<file path="src/rtl/lpfd_pkg.sv">
// ----------------------------------------------------------------------------
// Length-prefixed frame deframer package
// Shared types: parse phase encoding and the result record.
// ----------------------------------------------------------------------------
package lpfd_pkg;

  localparam int unsigned LenW  = 16;
  localparam int unsigned IdW   = 32;
  localparam int unsigned ByteW = 8;

  typedef enum logic [2:0] {
    PhLenHi   = 3'd0,
    PhLenLo   = 3'd1,
    PhId      = 3'd2,
    PhPayload = 3'd3,
    PhSkip    = 3'd4
  } phase_e;

  typedef struct packed {
    logic [ByteW-1:0] payload_byte;
    logic [IdW-1:0]   channel_id;
    logic [LenW-1:0]  payload_size;
    logic             frame_last;
    logic             empty_frame;
    logic             malformed;
  } result_t;

endpackage

</file>
<file path="src/rtl/lpfd_parser.sv">
// ----------------------------------------------------------------------------
// Deframer parse stage
// Holds the parse state and turns each accepted byte into at most one result.
// ----------------------------------------------------------------------------
module lpfd_parser import lpfd_pkg::*; #(
  parameter int unsigned ID_BYTES = 4
) (
  input  logic             clk_i,
  input  logic             rst_ni,
  input  logic             accept_i,
  input  logic [ByteW-1:0] data_byte_i,
  output logic             res_valid_o,
  output result_t          res_o
);

  localparam logic [LenW-1:0] IdLen = LenW'(ID_BYTES);

  phase_e           phase_q, phase_d;
  logic [LenW-1:0]  frame_length_q, frame_length_d;
  logic [LenW-1:0]  remaining_q, remaining_d;
  logic [IdW-1:0]   id_q, id_d;

  logic [LenW-1:0]  idx;
  logic [LenW-1:0]  remaining_dec;
  logic [LenW-1:0]  len_lo;
  logic [IdW-1:0]   id_merged;

  assign idx           = frame_length_q - remaining_q;
  assign remaining_dec = remaining_q - LenW'(1);
  assign len_lo        = {frame_length_q[LenW-1:ByteW], data_byte_i};

  // Little-endian assembly: only the first four id bytes land in the id.
  always_comb begin
    id_merged = id_q;
    if (idx < LenW'(4)) begin
      case (idx[1:0])
        2'd0:    id_merged = id_q | {24'd0, data_byte_i};
        2'd1:    id_merged = id_q | {16'd0, data_byte_i, 8'd0};
        2'd2:    id_merged = id_q | {8'd0, data_byte_i, 16'd0};
        default: id_merged = id_q | {data_byte_i, 24'd0};
      endcase
    end
  end

  always_comb begin
    phase_d        = phase_q;
    frame_length_d = frame_length_q;
    remaining_d    = remaining_q;
    id_d           = id_q;
    res_valid_o    = 1'b0;
    res_o          = '0;
    unique case (phase_q)
      PhLenLo: begin
        frame_length_d = len_lo;
        remaining_d    = len_lo;
        id_d           = '0;
        if (len_lo < IdLen) begin
          phase_d           = (len_lo == '0) ? PhLenHi : PhSkip;
          res_valid_o       = 1'b1;
          res_o.frame_last  = 1'b1;
          res_o.malformed   = 1'b1;
        end else begin
          phase_d = PhId;
        end
      end
      PhId: begin
        id_d        = id_merged;
        remaining_d = remaining_dec;
        if ((idx + LenW'(1)) >= IdLen) begin
          if (remaining_dec == '0) begin
            phase_d           = PhLenHi;
            res_valid_o       = 1'b1;
            res_o.channel_id  = id_merged;
            res_o.frame_last  = 1'b1;
            res_o.empty_frame = 1'b1;
          end else begin
            phase_d = PhPayload;
          end
        end
      end
      PhPayload: begin
        remaining_d        = remaining_dec;
        res_valid_o        = 1'b1;
        res_o.payload_byte = data_byte_i;
        res_o.channel_id   = id_q;
        res_o.payload_size = frame_length_q - IdLen;
        res_o.frame_last   = (remaining_dec == '0);
        if (remaining_dec == '0) begin
          phase_d = PhLenHi;
        end
      end
      PhSkip: begin
        remaining_d = remaining_dec;
        if (remaining_dec == '0) begin
          phase_d = PhLenHi;
        end
      end
      default: begin
        frame_length_d = {data_byte_i, 8'd0};
        phase_d        = PhLenLo;
      end
    endcase
  end

  always_ff @(posedge clk_i or negedge rst_ni) begin
    if (!rst_ni) begin
      phase_q        <= PhLenHi;
      frame_length_q <= '0;
      remaining_q    <= '0;
      id_q           <= '0;
    end else if (accept_i) begin
      phase_q        <= phase_d;
      frame_length_q <= frame_length_d;
      remaining_q    <= remaining_d;
      id_q           <= id_d;
    end
  end

endmodule

</file>
<file path="src/rtl/lpfd_out_buf.sv">
// ----------------------------------------------------------------------------
// Deframer result buffer
// Two-entry result register with skid slot, so input and output decouple.
// ----------------------------------------------------------------------------
module lpfd_out_buf import lpfd_pkg::*; (
  input  logic    clk_i,
  input  logic    rst_ni,
  input  logic    push_i,
  input  result_t push_data_i,
  output logic    space_o,
  output logic    pop_valid_o,
  input  logic    pop_ready_i,
  output result_t pop_data_o
);

  result_t    slot_q [2];
  logic       wr_ptr_q, rd_ptr_q;
  logic [1:0] count_q;
  logic       pop;

  assign space_o     = (count_q != 2'd2);
  assign pop_valid_o = (count_q != 2'd0);
  assign pop_data_o  = slot_q[rd_ptr_q];
  assign pop         = pop_valid_o && pop_ready_i;

  always_ff @(posedge clk_i) begin
    if (push_i) begin
      slot_q[wr_ptr_q] <= push_data_i;
    end
  end

  always_ff @(posedge clk_i or negedge rst_ni) begin
    if (!rst_ni) begin
      wr_ptr_q <= 1'b0;
      rd_ptr_q <= 1'b0;
      count_q  <= 2'd0;
    end else begin
      if (push_i) begin
        wr_ptr_q <= ~wr_ptr_q;
      end
      if (pop) begin
        rd_ptr_q <= ~rd_ptr_q;
      end
      count_q <= count_q + 2'(push_i) - 2'(pop);
    end
  end

endmodule

</file>
<file path="src/rtl/length_prefixed_frame_deframer_unit.sv">
// ----------------------------------------------------------------------------
// Length-prefixed frame deframer
// A result is registered in the result buffer when its byte is accepted.
// Throughput: one byte per cycle while the result buffer has a free slot.
// The two-entry result buffer keeps in_ready_o high while one result waits.
// Reset (rst_ni low, asynchronous) returns parsing to the length high byte
// and empties the result buffer.
// ----------------------------------------------------------------------------
module length_prefixed_frame_deframer_unit import lpfd_pkg::*; #(
  parameter int unsigned ID_BYTES = 4
) (
  input  logic             clk_i,
  input  logic             rst_ni,
  input  logic             in_valid_i,
  output logic             in_ready_o,
  input  logic [ByteW-1:0] data_byte_i,
  output logic             out_valid_o,
  input  logic             out_ready_i,
  output logic [ByteW-1:0] payload_byte_o,
  output logic [IdW-1:0]   channel_id_o,
  output logic [LenW-1:0]  payload_size_o,
  output logic             frame_last_o,
  output logic             empty_frame_o,
  output logic             malformed_o
);

  // A transaction on the input side is taken whenever the result buffer has
  // a free slot. Bytes that produce no result (header and skipped bytes)
  // still need that slot free, which keeps the rule simple and costs nothing
  // in steady state: the buffer drains one result per cycle on out_ready_i.
  logic    accept;
  logic    res_valid;
  result_t res;
  result_t out_res;
  logic    space;

  assign in_ready_o = space;
  assign accept     = in_valid_i && space;

  // The parser updates phase, length, id and countdown on every accepted
  // byte and reports the result that byte causes, if any.
  lpfd_parser #(
    .ID_BYTES(ID_BYTES)
  ) u_parser (
    .clk_i      (clk_i),
    .rst_ni     (rst_ni),
    .accept_i   (accept),
    .data_byte_i(data_byte_i),
    .res_valid_o(res_valid),
    .res_o      (res)
  );

  // Results are registered here; the second slot absorbs one result while
  // the downstream side stalls, so the input keeps flowing.
  lpfd_out_buf u_out_buf (
    .clk_i      (clk_i),
    .rst_ni     (rst_ni),
    .push_i     (accept && res_valid),
    .push_data_i(res),
    .space_o    (space),
    .pop_valid_o(out_valid_o),
    .pop_ready_i(out_ready_i),
    .pop_data_o (out_res)
  );

  assign payload_byte_o = out_res.payload_byte;
  assign channel_id_o   = out_res.channel_id;
  assign payload_size_o = out_res.payload_size;
  assign frame_last_o   = out_res.frame_last;
  assign empty_frame_o  = out_res.empty_frame;
  assign malformed_o    = out_res.malformed;

  // A malformed frame carries nothing but its flags.
  assert property (@(posedge clk_i) disable iff (!rst_ni)
    (out_valid_o && malformed_o) |->
      (frame_last_o && (channel_id_o == '0) && (payload_size_o == '0) &&
       (payload_byte_o == '0) && !empty_frame_o))
    else $error("malformed result carries payload data");

  // An empty frame is always a single, final result with no payload.
  assert property (@(posedge clk_i) disable iff (!rst_ni)
    (out_valid_o && empty_frame_o) |->
      (frame_last_o && (payload_size_o == '0) && (payload_byte_o == '0)))
    else $error("empty frame result is inconsistent");

  // With nothing buffered the block must be able to take a byte.
  assert property (@(posedge clk_i) disable iff (!rst_ni)
    !out_valid_o |-> in_ready_o)
    else $error("input stalled with an empty result buffer");

  // A buffered result that is taken while the input is idle frees a slot.
  assert property (@(posedge clk_i) disable iff (!rst_ni)
    (out_valid_o && out_ready_i && !(in_valid_i && in_ready_o)) |=> in_ready_o)
    else $error("result buffer did not free a slot after a pop");

endmodule

</file>
<file path="config.mk">
export PLATFORM = sky130hd
export DESIGN_NAME = length_prefixed_frame_deframer_unit
export DESIGN_NICKNAME = d
export VERILOG_FILES = /design/src/rtl/lpfd_pkg.sv /design/src/rtl/lpfd_parser.sv /design/src/rtl/lpfd_out_buf.sv /design/src/rtl/length_prefixed_frame_deframer_unit.sv
export SDC_FILE = /design/constraint.sdc
export NUM_CORES = 1
export LEC_CHECK = 0
export BUFFER_PORTS_ARGS = -buffer_cell sky130_fd_sc_hd__buf_4
export CORE_ASPECT_RATIO = 1.75
export CORE_UTILIZATION = 55
export DETAILED_ROUTE_END_ITERATION = 10
export PLACE_DENSITY = 0.85
export SLEW_MARGIN = 20
export SYNTH_ARGS = -nofsm -noshare
export SYNTH_HDL_FRONTEND = slang
export SYNTH_SLANG_ARGS = --single-unit
</file>
<file path="constraint.sdc">
create_clock -name clk_i -period 10.55 [get_ports clk_i]
set_clock_uncertainty 0.1 [all_clocks]
set_input_delay 0.5275 -clock clk_i [delete_from_list [all_inputs] [get_ports clk_i]]
set_output_delay 0.5275 -clock clk_i [all_outputs]
set_load 0.05 [all_outputs]
</file>
==> summary.txt <==
OUTCOME
-------------------------------------------------------------------------------------------
Result of the run                                                              complete, no violations

FLOORPLANNING
-------------------------------------------------------------------------------------------
Die span in x                                                                        101 um
Area inside the core boundary                                                   16900 sq um
Starting Density                                                                      55.9%
Rows                                                                                     63
Overall die area                                                                17700 sq um
Die height                                                                           175 um
I/O pin count                                                                            73

POWER
-------------------------------------------------------------------------------------------
Total power                                                                       0.00359 W
Power per unit of standard cell area                                            335 nW/um^2
Peak ir drop on the vdd network                                                  0.000167 V
P_leak                                                                              4.31 nW

LOGIC SYNTHESIS
-------------------------------------------------------------------------------------------
Distinct cell type count after synthesis                                                 66
Total of warnings raised by yosys                                                         0
Main synth FF type                                                                 edfxtp_1
Mapped cell area                                                                 9430 sq um
Synth Area per Inst                                                              11.6 sq um
Total nets after synthesis                                                              849
Share of flip-flops with an asynchronous set or reset after synthesis                 37.6%
Post-synthesis sequential element count                                                 189
Post-synthesis sequential area ratio                                                  56.4%
Mapped Cells                                                                            816
Post-synth EDFFs                                                                        118

SETUP PATH
-------------------------------------------------------------------------------------------
Critical R2R Capture                                                           u_out_buf.slot_q[1][15]
Cells along the critical path                                                  ha_1, inv_1, fa_1, a211oi_2, o31ai_2, o211ai_1, a211oi_1, o2111ai_1, nor4_1, mux2i_1, o21ai_4, a211oi_4, buf_4
Req. time, crit path                                                               10.56 ns
Start of the worst register-to-register path                                   u_parser.remaining_q[0]
Worst-path fanout max                                                                    50
Arrival @ worst endpoint                                                            4.93 ns
Worst reg-to-reg path cell count                                                         13
Type of element launching the critical path                                        register
Critical Setup Path Class                                                        reg -> reg
Slowest cell on crit path                                                           o21ai_4
Delay of the slowest critical-path stage                                            0.84 ns
Reg2Reg Setup Slack                                                                 5.63 ns
Kind of capture point of the worst setup path                                      register

GLOBAL ROUTING
-------------------------------------------------------------------------------------------
Pin count of the biggest net entering global routing                                     72
Antenna violations before repair                                                          0
Number of global-route vias before repair                                              6858
GRT Residual Overflow                                                                     0
Aggregate global-route resource usage                                                 27.1%
Wire length of the first global-routing pass                                       35600 um

CTS
-------------------------------------------------------------------------------------------
Cts-stage hold buffer count                                                               0
Number of clock sinks                                                                   189
Number of buffers inserted to repair setup after CTS                                      0
Number of buffers added by the clock tree synthesis step                                 17
Clock Latency Late Sink                                                             0.44 ns
Post-cts sizing count                                                                     0
H-tree level count                                                                        4
Register clock-pin slew on the reported worst setup and hold paths                  0.07 ns
Maximum buffer depth of the clock tree                                                    2
TritonCTS clock tree                                                                    yes
Clk root buf                                                                      clkbuf_16

TIMING
-------------------------------------------------------------------------------------------
Post-route minimum period                                                           4.92 ns
Total negative setup slack                                                             0 ns
Final hold viol count                                                                     0
RSZ-0062 raised after global routing                                                     no
# setup viols final                                                                       0
Worst-case headroom to the max-slew limit                                             28.8%
Portion of the clock cycle consumed by the worst path in the final layout             46.7%
Fmax achieved                                                                       203 MHz
Worst Max-Slew Pin Slew                                                             1.07 ns
Final number of max-transition violations                                                 0
Worst hold slack                                                                  0.0980 ns

ROUTING
-------------------------------------------------------------------------------------------
ANT nets after route                                                                      0
Number of design-rule violations left by the first detailed-router iteration            592
Drt total wl                                                                       23200 um
Number of vias after detailed routing                                                  6997
Mean routed wirelength per cell                                                     20.8 um
Via-per-instance ratio                                                                 6.28
DRC errors left                                                                           0
First-pass detailed-route iteration total                                                 6

LAYOUT
-------------------------------------------------------------------------------------------
Post-route design area                                                          10700 sq um
Number of antenna diodes                                                                  0
Share of the core filled with cells in the final layout                               63.6%
Share of layout cells above drive strength 1                                          22.1%
Area growth syn-to-layout                                                             13.8%
Final net count                                                                         907

PLACEMENT
-------------------------------------------------------------------------------------------
Routability congestion estimate                                                       0.964
DP HPWL                                                                            15900 um
Placement Cell Area                                                             10200 sq um
IO Port Bufs                                                                             72

JOB
-------------------------------------------------------------------------------------------
Count of max-cap constraint violations                                                    0

HOLD PATH
-------------------------------------------------------------------------------------------
Path type of the worst min-delay path                                           in -> async

==> worst max path at each step <==
stage	end	from	slack [ns]
4_1_cts	u_out_buf.slot_q[1][15]	u_parser.remaining_q[0]	5.65
2_1_floorplan	u_out_buf.slot_q[1][0]	u_parser.remaining_q[0]	3.05
5_1_grt	u_out_buf.slot_q[1][12]	u_parser.remaining_q[0]	5.16
6_report	u_out_buf.slot_q[1][15]	u_parser.remaining_q[0]	5.63
3_3_place_gp	u_out_buf.slot_q[1][15]	u_parser.remaining_q[0]	5.82
3_5_place_dp	u_out_buf.slot_q[1][13]	u_parser.remaining_q[0]	5.67
==> where the power goes <==
part           switching, W  internal (W)
Sequential         0.000122       0.00102
Combinational       0.00121      0.000638
Clock              0.000297      0.000311
==> Yosys cell counts, drive strengths merged, types with 10 or more instances <==
library cell	count	share of area, %
nor3	24	1.4
clkbuf	30	1.2
edfxtp	118	38
buf	10	0.58
ha	20	2.7
inv	34	1.4
nor2	47	1.9
o21ai	39	2.2
dfrtp	71	19
nor4	12	1.1
a31oi	11	0.73
xnor2	16	1.5
nand2b	10	0.66
a22o	15	1.4
nand3	18	0.96
a21oi	69	3.7
nand2	64	2.6
mux2	67	8.0
a21boi	19	1.5
and3	12	0.81
==> sequential cells by signal (all words and copies together) (netlist names) <==
| register | count |
|---|---|
| u_out_buf.slot_q | 118 |
| u_parser.phase_q | 3 |
| u_parser.id_q | 32 |
| u_parser.frame_length_q | 16 |
| u_out_buf.rd_ptr_q | 1 |
| u_out_buf.wr_ptr_q | 1 |
| u_out_buf.count_q | 2 |
| u_parser.remaining_q | 16 |
==> critical path: cells and delay by family, from the launching register on <==
kind	cells	cell delay [ns]
AND/OR/NAND/NOR	1	0.22
AO/OA/AOI/OAI	7	2.61
flip-flops	1	0.45
multiplexers	1	0.22
buffers and inverters	2	0.49
adder cells (fa/ha/maj)	2	0.45
==> metal layers <==
metal  up-vias  routed length, um  GRT usage (%)
met5         -                  0              0
met4         0               1740           20.0
met3       122               1320           4.56
met2       323              12200           48.0
met1      3404               7910           28.0
li1       3148                  -              -
==> layout by cell type (no fill, tap or decap), types with 9 or more instances in the layout <==
cell and instances:
a31oi_1 11, and3_1 11, nor3_1 22, buf_4 79, o21ai_0 36, nand2b_1 10
xnor2_1 16, a21oi_1 69, nand2_1 63, ha_1 20, a21boi_1 9, nand3_1 18
nor2_1 46, inv_1 34, dfrtp_1 70, mux2_2 67, nor4_1 10, o211ai_1 9
edfxtp_1 118, clkbuf_16 17, a21boi_0 10, a22o_1 15
==> through the flow <==
step | setup slack (ns) | cells
2_1_floorplan | 3.05 | 816
4_1_cts | 5.65 | 1114
3_3_place_gp | 5.82 | 1082
3_5_place_dp | 5.67 | 1082
6_report | 5.63 | 1114
5_1_grt | 5.16 | 1114
==> cell type report <==
type	count	area, sq um
fillers	1322	6140
clock inverters	14	131
multi-input cells	553	3840
flip-flops and latches	189	5320
clock buffers	18	429
inverters	34	128
repair buffers	79	593
well taps	227	284
==> cell families (layout without fill, tap and decap cells) <==
group | after synthesis | count (layout) | synth area share, %
compound gates | 209 | 209 | 14.4
buf+inv | 74 | 145 | 3.13
fa+ha+maj | 21 | 21 | 2.87
simple gates | 231 | 231 | 12.8
mux | 71 | 71 | 8.43
flops | 189 | 189 | 56.4
xor+xnor | 21 | 21 | 1.95
Power figures use the tool's default switching activity.
